## config.mk

```make
export PLATFORM = sky130hd
export DESIGN_NAME = stream_find_replace_all
export DESIGN_NICKNAME = d
export VERILOG_FILES = /design/src/rtl/sfr_pkg.sv /design/src/rtl/sfr_cell.sv /design/src/rtl/sfr_window.sv /design/src/rtl/sfr_outq.sv /design/src/rtl/stream_find_replace_all.sv
export SDC_FILE = /design/constraint.sdc
export NUM_CORES = 1
export LEC_CHECK = 0
export BUFFER_PORTS_ARGS = -buffer_cell sky130_fd_sc_hd__buf_2
export CAP_MARGIN = 10
export CELL_PAD_IN_SITES_DETAIL_PLACEMENT = 0
export CELL_PAD_IN_SITES_GLOBAL_PLACEMENT = 1
export CORE_MARGIN = 1
export CORE_UTILIZATION = 50
export DETAILED_ROUTE_END_ITERATION = 12
export GPL_ROUTABILITY_DRIVEN = 0
export GPL_TIMING_DRIVEN = 0
export PLACE_DENSITY_LB_ADDON = 0.2
export SYNTH_ARGS = -nofsm -noshare
export SYNTH_HDL_FRONTEND = slang
export SYNTH_HIERARCHICAL = 1
export SYNTH_SLANG_ARGS = --single-unit
```

## constraint.sdc

```tcl
create_clock -name clk -period 8.9 [get_ports clk]
set_input_delay 2.67 -clock clk [delete_from_list [all_inputs] [get_ports clk]]
set_output_delay 2.67 -clock clk [all_outputs]
set_load 0.01 [all_outputs]
```

## src/rtl/sfr_pkg.sv

```systemverilog
// Shared types and constants for the stream find-and-replace block.
`timescale 1ns / 1ps

package sfr_pkg;

    localparam int BYTE_W    = 8;
    localparam int CFG_W     = 64;
    localparam int LEN_W     = 4;
    localparam int CNT_W     = 4;
    localparam int CFG_IDX_W = 2;

    typedef enum logic [CFG_IDX_W-1:0] {
        REG_TARGET_BYTES = 2'd0,
        REG_TARGET_LEN   = 2'd1,
        REG_REPL_BYTES   = 2'd2,
        REG_REPL_LEN     = 2'd3
    } cfg_reg_t;

    // Control handed from the window to the output queue with each input word.
    typedef struct packed {
        logic [CNT_W-1:0] count;   // result words produced (0 when marker)
        logic             last;    // input word closed the string
        logic             marker;  // empty end marker instead of data
    } load_t;

endpackage

```

## src/rtl/sfr_cell.sv

```systemverilog
// One window cell: holds a byte, takes the new byte or its neighbor's, compares.
`timescale 1ns / 1ps

module sfr_cell (
    input  logic                     clk,
    input  logic                     en,
    input  logic                     wr,
    input  logic                     shift,
    input  logic [sfr_pkg::BYTE_W-1:0] in_byte,
    input  logic [sfr_pkg::BYTE_W-1:0] nb_byte,
    input  logic [sfr_pkg::BYTE_W-1:0] tgt_byte,
    output logic [sfr_pkg::BYTE_W-1:0] cur_byte,
    output logic                     eq
);
    import sfr_pkg::*;

    logic [BYTE_W-1:0] data_reg;
    logic [BYTE_W-1:0] data_next;

    // view of the cell after the incoming byte is written
    assign cur_byte = wr ? in_byte : data_reg;
    assign eq       = (cur_byte == tgt_byte);

    always_comb
    begin
        data_next = data_reg;
        if (en)
        begin
            data_next = shift ? nb_byte : cur_byte;
        end
    end

    always_ff @(posedge clk)
    begin
        data_reg <= data_next;
    end

endmodule

```

## src/rtl/sfr_window.sv

```systemverilog
// Match window: chain of byte cells, fill counter and per-word result forming.
`timescale 1ns / 1ps

module sfr_window #(
    parameter int TARGET_MAX = 8,
    parameter int REPL_MAX   = 8,
    parameter int OUT_MAX    = 8
) (
    input  logic                                  clk,
    input  logic                                  rst_n,
    input  logic                                  accept,
    input  logic [sfr_pkg::BYTE_W-1:0]            in_byte,
    input  logic                                  in_last,
    input  logic                                  clear_fill,
    input  logic [sfr_pkg::CFG_W-1:0]             target_bytes,
    input  logic [sfr_pkg::LEN_W-1:0]             target_length,
    input  logic [sfr_pkg::CFG_W-1:0]             replacement_bytes,
    input  logic [sfr_pkg::LEN_W-1:0]             replacement_length,
    output sfr_pkg::load_t                        load,
    output logic [OUT_MAX-1:0][sfr_pkg::BYTE_W-1:0] load_bytes
);
    import sfr_pkg::*;

    localparam int FILL_W = $clog2(TARGET_MAX + 1);

    logic [LEN_W-1:0]  len_c;
    logic [LEN_W-1:0]  rlen;
    logic [FILL_W-1:0] len;
    logic [FILL_W-1:0] fill_reg;
    logic [FILL_W-1:0] fill_next;
    logic [FILL_W-1:0] fill_w;
    logic [FILL_W-1:0] fill1;
    logic              full;
    logic              match;
    logic              shift;
    logic [CNT_W-1:0]  count;

    logic [TARGET_MAX-1:0][BYTE_W-1:0] cur;
    logic [TARGET_MAX-1:0]             eq;
    logic [TARGET_MAX-1:0]             wr;

    // clamp the lengths to what the hardware holds
    always_comb
    begin
        if (target_length == '0)
            len_c = LEN_W'(1);
        else if (target_length > LEN_W'(TARGET_MAX))
            len_c = LEN_W'(TARGET_MAX);
        else
            len_c = target_length;
        if (replacement_length > LEN_W'(REPL_MAX))
            rlen = LEN_W'(REPL_MAX);
        else
            rlen = replacement_length;
    end

    assign len    = FILL_W'(len_c);
    assign fill_w = (fill_reg >= len) ? '0 : fill_reg;
    assign fill1  = fill_w + FILL_W'(1);
    assign full   = (fill1 == len);

    genvar g;
    generate
        for (g = 0; g < TARGET_MAX; g++)
        begin : g_cell
            logic [BYTE_W-1:0] nb;
            if (g == TARGET_MAX - 1)
            begin : g_end
                assign nb = cur[g];
            end
            else
            begin : g_mid
                assign nb = cur[g+1];
            end
            assign wr[g] = (fill_w == FILL_W'(g));
            sfr_cell u_cell (
                .clk      (clk),
                .en       (accept),
                .wr       (wr[g]),
                .shift    (shift),
                .in_byte  (in_byte),
                .nb_byte  (nb),
                .tgt_byte (target_bytes[g*BYTE_W +: BYTE_W]),
                .cur_byte (cur[g]),
                .eq       (eq[g])
            );
        end
    endgenerate

    always_comb
    begin
        match = full;
        for (int i = 0; i < TARGET_MAX; i++)
        begin
            if (FILL_W'(i) < len && !eq[i])
                match = 1'b0;
        end
    end

    assign shift = full && !match && !in_last;

    always_comb
    begin
        if (match)
            count = CNT_W'(rlen);
        else if (in_last)
            count = CNT_W'(fill1);
        else
            count = full ? CNT_W'(1) : '0;
    end

    // bytes handed on: replacement on a match, otherwise the window oldest first
    always_comb
    begin
        for (int i = 0; i < OUT_MAX; i++)
        begin
            load_bytes[i] = '0;
            if (match)
            begin
                if (i < REPL_MAX)
                    load_bytes[i] = replacement_bytes[i*BYTE_W +: BYTE_W];
            end
            else if (i < TARGET_MAX)
            begin
                load_bytes[i] = cur[i];
            end
        end
    end

    assign load.count  = count;
    assign load.last   = in_last;
    assign load.marker = in_last && (count == '0);

    always_comb
    begin
        fill_next = fill_reg;
        if (clear_fill)
            fill_next = '0;
        else if (accept)
        begin
            if (match || in_last)
                fill_next = '0;
            else if (full)
                fill_next = len - FILL_W'(1);
            else
                fill_next = fill1;
        end
    end

    always_ff @(posedge clk or negedge rst_n)
    begin
        if (!rst_n)
            fill_reg <= '0;
        else
            fill_reg <= fill_next;
    end

endmodule

```

## src/rtl/sfr_outq.sv

```systemverilog
// Output queue: shift chain of result bytes drained one word per handshake.
`timescale 1ns / 1ps

module sfr_outq #(
    parameter int OUT_MAX = 8
) (
    input  logic                                  clk,
    input  logic                                  rst_n,
    input  logic                                  load_en,
    input  sfr_pkg::load_t                        load,
    input  logic [OUT_MAX-1:0][sfr_pkg::BYTE_W-1:0] load_bytes,
    output logic                                  can_load,
    output logic                                  res_valid,
    input  logic                                  res_ready,
    output logic [sfr_pkg::BYTE_W-1:0]            out_byte,
    output logic                                  out_valid,
    output logic                                  run_last,
    output logic                                  string_end
);
    import sfr_pkg::*;

    logic [OUT_MAX-1:0][BYTE_W-1:0] byte_reg;
    logic [OUT_MAX-1:0][BYTE_W-1:0] byte_next;
    logic [CNT_W-1:0]               cnt_reg;
    logic [CNT_W-1:0]               cnt_next;
    logic                           end_reg;
    logic                           end_next;
    logic                           mk_reg;
    logic                           mk_next;
    logic                           pop;

    assign res_valid = (cnt_reg != '0);
    assign pop       = res_valid && res_ready;
    assign can_load  = (cnt_reg == '0) || ((cnt_reg == CNT_W'(1)) && res_ready);

    assign out_byte   = mk_reg ? '0 : byte_reg[0];
    assign out_valid  = !mk_reg;
    assign run_last   = (cnt_reg == CNT_W'(1));
    assign string_end = run_last && end_reg;

    always_comb
    begin
        byte_next = byte_reg;
        cnt_next  = cnt_reg;
        end_next  = end_reg;
        mk_next   = mk_reg;
        if (load_en)
        begin
            byte_next = load_bytes;
            cnt_next  = load.marker ? CNT_W'(1) : load.count;
            end_next  = load.last;
            mk_next   = load.marker;
        end
        else if (pop)
        begin
            for (int i = 0; i < OUT_MAX - 1; i++)
                byte_next[i] = byte_reg[i+1];
            cnt_next = cnt_reg - CNT_W'(1);
        end
    end

    always_ff @(posedge clk)
    begin
        byte_reg <= byte_next;
    end

    always_ff @(posedge clk or negedge rst_n)
    begin
        if (!rst_n)
        begin
            cnt_reg <= '0;
            end_reg <= 1'b0;
            mk_reg  <= 1'b0;
        end
        else
        begin
            cnt_reg <= cnt_next;
            end_reg <= end_next;
            mk_reg  <= mk_next;
        end
    end

endmodule

```

## src/rtl/stream_find_replace_all.sv

```systemverilog
// Top level of the streaming find-and-replace-all block.
// ---------------------------------------------------------------------------
// Usage:
//   Input words (in_byte, in_last) arrive on in_valid/in_ready. Every
//   leftmost, non-overlapping occurrence of the target is replaced by the
//   replacement; in_last flushes whatever the window still holds.
//   Result words (out_byte, out_valid, run_last, string_end) leave on
//   res_valid/res_ready. run_last marks the final word caused by one input
//   word, string_end the final word of the string. An input word that closes
//   the string with nothing to send yields one marker word with out_valid 0.
//   Registers are written on cfg_valid/cfg_ready (always ready) by index:
//   0 target bytes, 1 target length, 2 replacement bytes, 3 replacement length.
//   Writing the target length drops any held bytes. Write only while idle.
// Timing:
//   Results of a word show up in the cycle after accept.
//   With res_ready high, a word producing at most one result word is taken
//   every cycle. A word producing more result words holds off the next
//   accept until the output queue, draining one word per cycle, is down to
//   its last word.
// Reset / stall:
//   Reset empties window and output queue and loads register defaults.
//   When res_ready is low the queue holds and in_ready falls once the queue
//   cannot take the next word's results; nothing is dropped.
// ---------------------------------------------------------------------------
`timescale 1ns / 1ps

module stream_find_replace_all #(
    parameter int TARGET_MAX = 8,
    parameter int REPL_MAX   = 8
) (
    input  logic                          clk,
    input  logic                          rst_n,
    // configuration writes
    input  logic                          cfg_valid,
    output logic                          cfg_ready,
    input  logic [sfr_pkg::CFG_IDX_W-1:0] cfg_index,
    input  logic [sfr_pkg::CFG_W-1:0]     cfg_data,
    // input stream
    input  logic                          in_valid,
    output logic                          in_ready,
    input  logic [sfr_pkg::BYTE_W-1:0]    in_byte,
    input  logic                          in_last,
    // result stream
    output logic                          res_valid,
    input  logic                          res_ready,
    output logic [sfr_pkg::BYTE_W-1:0]    out_byte,
    output logic                          out_valid,
    output logic                          run_last,
    output logic                          string_end
);
    import sfr_pkg::*;

    localparam int OUT_MAX = (TARGET_MAX > REPL_MAX) ? TARGET_MAX : REPL_MAX;

    logic [CFG_W-1:0] tgt_bytes_reg;
    logic [CFG_W-1:0] tgt_bytes_next;
    logic [LEN_W-1:0] tgt_len_reg;
    logic [LEN_W-1:0] tgt_len_next;
    logic [CFG_W-1:0] rep_bytes_reg;
    logic [CFG_W-1:0] rep_bytes_next;
    logic [LEN_W-1:0] rep_len_reg;
    logic [LEN_W-1:0] rep_len_next;
    logic             cfg_wr;
    logic             clear_fill;

    logic             accept;
    logic             can_load;
    load_t            load;
    logic [OUT_MAX-1:0][BYTE_W-1:0] load_bytes;

    assign cfg_ready = 1'b1;
    assign cfg_wr    = cfg_valid && cfg_ready;

    // register file; a target length write also restarts the window
    always_comb
    begin
        tgt_bytes_next = tgt_bytes_reg;
        tgt_len_next   = tgt_len_reg;
        rep_bytes_next = rep_bytes_reg;
        rep_len_next   = rep_len_reg;
        clear_fill     = 1'b0;
        if (cfg_wr)
        begin
            case (cfg_reg_t'(cfg_index))
                REG_TARGET_BYTES: tgt_bytes_next = cfg_data;
                REG_TARGET_LEN:
                begin
                    tgt_len_next = cfg_data[LEN_W-1:0];
                    clear_fill   = 1'b1;
                end
                REG_REPL_BYTES:   rep_bytes_next = cfg_data;
                REG_REPL_LEN:     rep_len_next   = cfg_data[LEN_W-1:0];
                default:          ;
            endcase
        end
    end

    always_ff @(posedge clk or negedge rst_n)
    begin
        if (!rst_n)
        begin
            tgt_bytes_reg <= '0;
            tgt_len_reg   <= LEN_W'(1);
            rep_bytes_reg <= '0;
            rep_len_reg   <= '0;
        end
        else
        begin
            tgt_bytes_reg <= tgt_bytes_next;
            tgt_len_reg   <= tgt_len_next;
            rep_bytes_reg <= rep_bytes_next;
            rep_len_reg   <= rep_len_next;
        end
    end

    // take a word whenever the queue can absorb all its results
    assign in_ready = can_load;
    assign accept   = in_valid && in_ready;

    sfr_window #(
        .TARGET_MAX (TARGET_MAX),
        .REPL_MAX   (REPL_MAX),
        .OUT_MAX    (OUT_MAX)
    ) u_window (
        .clk                (clk),
        .rst_n              (rst_n),
        .accept             (accept),
        .in_byte            (in_byte),
        .in_last            (in_last),
        .clear_fill         (clear_fill),
        .target_bytes       (tgt_bytes_reg),
        .target_length      (tgt_len_reg),
        .replacement_bytes  (rep_bytes_reg),
        .replacement_length (rep_len_reg),
        .load               (load),
        .load_bytes         (load_bytes)
    );

    sfr_outq #(
        .OUT_MAX (OUT_MAX)
    ) u_outq (
        .clk        (clk),
        .rst_n      (rst_n),
        .load_en    (accept && ((load.count != '0) || load.marker)),
        .load       (load),
        .load_bytes (load_bytes),
        .can_load   (can_load),
        .res_valid  (res_valid),
        .res_ready  (res_ready),
        .out_byte   (out_byte),
        .out_valid  (out_valid),
        .run_last   (run_last),
        .string_end (string_end)
    );

endmodule

```

==> qor.yml <==
synth_fp_nets: 1049
vias: 8192
maxSlewViolCount: 0
mostFrequentLayoutCell: "mux2_2"
drive_above_1_share_pct: 52.9
numPortBuffers: 90
antennaDiodeCount: 0
drv_cap: 0
grt_pass1_vias: 8452
post_cts_buffers: 0
vias_per_cell: 5.50
critPathCaptureType: "register"
syn2layout_area_growth_pct: 13.6
min_path_type: "register to register"
cts_buffers: 30
synthArstFlopShare_pct: 53.3
power.total_mw: 4.58
synth_cells: 955
dieWidth_um: 173
hold_ws_ns: 0.503
worstSkewPairLatency_ns: 0.55
firstDrtPassIters: 5
synthDistinctLibCells: 60
grt_max_degree: 78
drtAntennaViolNets: 0
grt_pass1_wl_um: 52800
powerDensity_mw_per_mm2: 275
path_max_fanout: 28
cp-start-kind: "register"
ys_seq_area_share_pct: 51.0
antenna_found_initial: 0
final.setup.tns_ns: 0
synth_area_mm2: 0.0147
htreeDepth: 1
critPathKind: "register to register"
tightest_slew_ns: 0.798
cp_data_required_time_ns: 9.10
synth_ff_type: "dfrtp_1"
fin_crit_ns: 8.19
wire_per_inst_um: 23.3
utilization_pct: 58.0
synth-seq-cells: 274
die_h_um: 173
skew_ns: 0.0143
run_status: "completed"
start_util_pct: 51.1
reg2reg_to: "u_outq/byte_reg[21]"
maxClockFrequency_mhz: 122
coreArea_mm2: 0.0288
min_period_over_period_pct: 92.0
fin_nets: 1175
relSlewSlack_pct: 46.8
min_path_cells: 1
syn_area_per_cell_um2: 15.4
reg2reg_depth: 26
clk_pin_slew_ns: 0.06
r2r-start: "tgt_len_reg[0]"
die-area_mm2: 0.0301
rsz0062_at_grt: "no"
hpwl_um: 24300
layout_common_cells: "mux2_2 (245), dfrtp_1 (145), mux2_4 (140)"
finalSetupViolCount: 0
first_iter_violations: 542
drc: 0
root_buffer: "clkbuf_16"
arrival_ns: 8.38
wl_um: 34600
grt_use_total_pct: 23.2
min_from: "u_outq/end_reg"
final-hold-violation-count: 0
holdPathEnd: "u_outq/end_reg"
grt-ovfl-total: 0
leakage_nw: 6.81
rows: 62
cts.sinks: 274
rrSetupSlack_ns: 0.71
cts_tree: "built"
clock_path_buffers: 3
io_pins: 94
ir_worst_vdd_v: 0.000160
synth_edf_count: 128
synth-warning-count: 6
-- synth_stat cells, types with 3 or more instances --
cell type,instances,area [µm²]
a21oi_1,11,55.1
and2_1,4,25.0
buf_1,3,11.3
buf_12,12,240
buf_2,9,45.0
buf_6,13,146
clkbuf_1,11,41.3
dfrtp_1,145,3630
edfxtp_1,128,3840
ha_1,14,175
inv_1,16,60.1
mux2_2,245,2760
mux2_4,140,2100
nand2_1,12,45.0
nand2b_1,5,31.3
nand3_1,5,25.0
nand3b_1,4,30.0
nand4_1,17,106
nor2_1,18,67.6
nor2b_1,14,87.6
nor3b_1,4,30.0
o211ai_2,3,37.5
o21ai_0,8,40.0
o22ai_1,3,18.8
xnor2_1,59,517
xnor2_2,8,130
xor2_1,3,26.3
-- cell families after synthesis --
group	Yosys count	share of synthesized area, %
buffers and inverters	66	3.81
flip-flops	274	51.0
multiplexers	386	33.1
AO/OA/AOI/OAI	43	2.16
other	1	0.0255
XOR/XNOR	70	4.58
AND/OR/NAND/NOR	101	4.06
adder cells (fa/ha/maj)	14	1.19
-- critical path, stage by stage (launching register included) --
cell	delay [ns]
dfstp_2	0.53
o21bai_1	0.09
and2_1	0.28
ha_1	0.29
nor3b_2	0.33
o211ai_2	0.25
inv_1	0.19
ha_1	0.18
nor3b_1	0.24
buf_6	0.21
mux2_4	0.35
xnor2_1	0.19
nand4_1	0.17
nor2_1	0.33
nor2b_1	0.11
nor4_1	0.29
a21oi_1	0.08
a211oi_2	0.50
nand2_2	0.18
buf_6	0.22
mux2i_1	0.13
nor4b_1	0.54
or4_1	0.21
o21a_1	0.64
clkbuf_2	0.46
buf_2	0.40
a21o_4	0.41
-- worst max path at each step --
stage          slack [ns]                   to            from
5_1_grt              0.18  u_outq/byte_reg[25]  tgt_len_reg[0]
4_1_cts              0.10  u_outq/byte_reg[44]  tgt_len_reg[0]
3_5_place_dp        -0.13  u_outq/byte_reg[29]      in_byte[0]
3_3_place_gp        -0.57  u_outq/byte_reg[29]      in_byte[0]
6_report             0.71  u_outq/byte_reg[21]  tgt_len_reg[0]
2_1_floorplan        1.85   u_outq/byte_reg[0]      in_byte[5]
-- power by group --
group          total [mW]  switching (mW)  internal, mW
clock                1.21           0.499         0.713
sequential           1.94           0.166          1.78
combinational        1.43           0.665         0.765
total                4.58            1.33          3.25
-- cell type report --
cell class	instances	area, µm²
well taps	384	480
plain buffers	50	500
inverters	16	60.1
clock inverters	7	38.8
multi-input cells	616	6660
fillers	2351	12100
clock buffers	49	935
repair buffers	93	519
flip-flops and latches	274	7500
-- through the flow --
stage / cell area (µm²) / worst slack (ns) / cells
global placement: 15600 / -0.566 / 1429
finish: 16700 / 0.714 / 1489
global route: 16700 / 0.184 / 1489
detailed placement: 15700 / -0.125 / 1432
floorplan: 14700 / 1.85 / 955
CTS: 16700 / 0.105 / 1488
-- timing repair --
| item | in CTS | in global routing |
|---|---|---|
| setup endpoints to repair | 0 | 56 |
| gates resized for setup | 0 | 3 |
| hold buffers | 0 | 0 |
| endpoints found under the hold margin | 0 | 0 |
-- routing by layer --
layer | global-route usage, % | vias to the layer above | wire length (µm)
met1 | 32.2 | 4198 | 15600
met3 | 2.70 | 39 | 1220
met5 | 0 | - | 0
met4 | 4.87 | 0 | 664
met2 | 39.3 | 173 | 17200
li1 | - | 3782 | -
No activity file was read; power rests on OpenSTA's default activity.
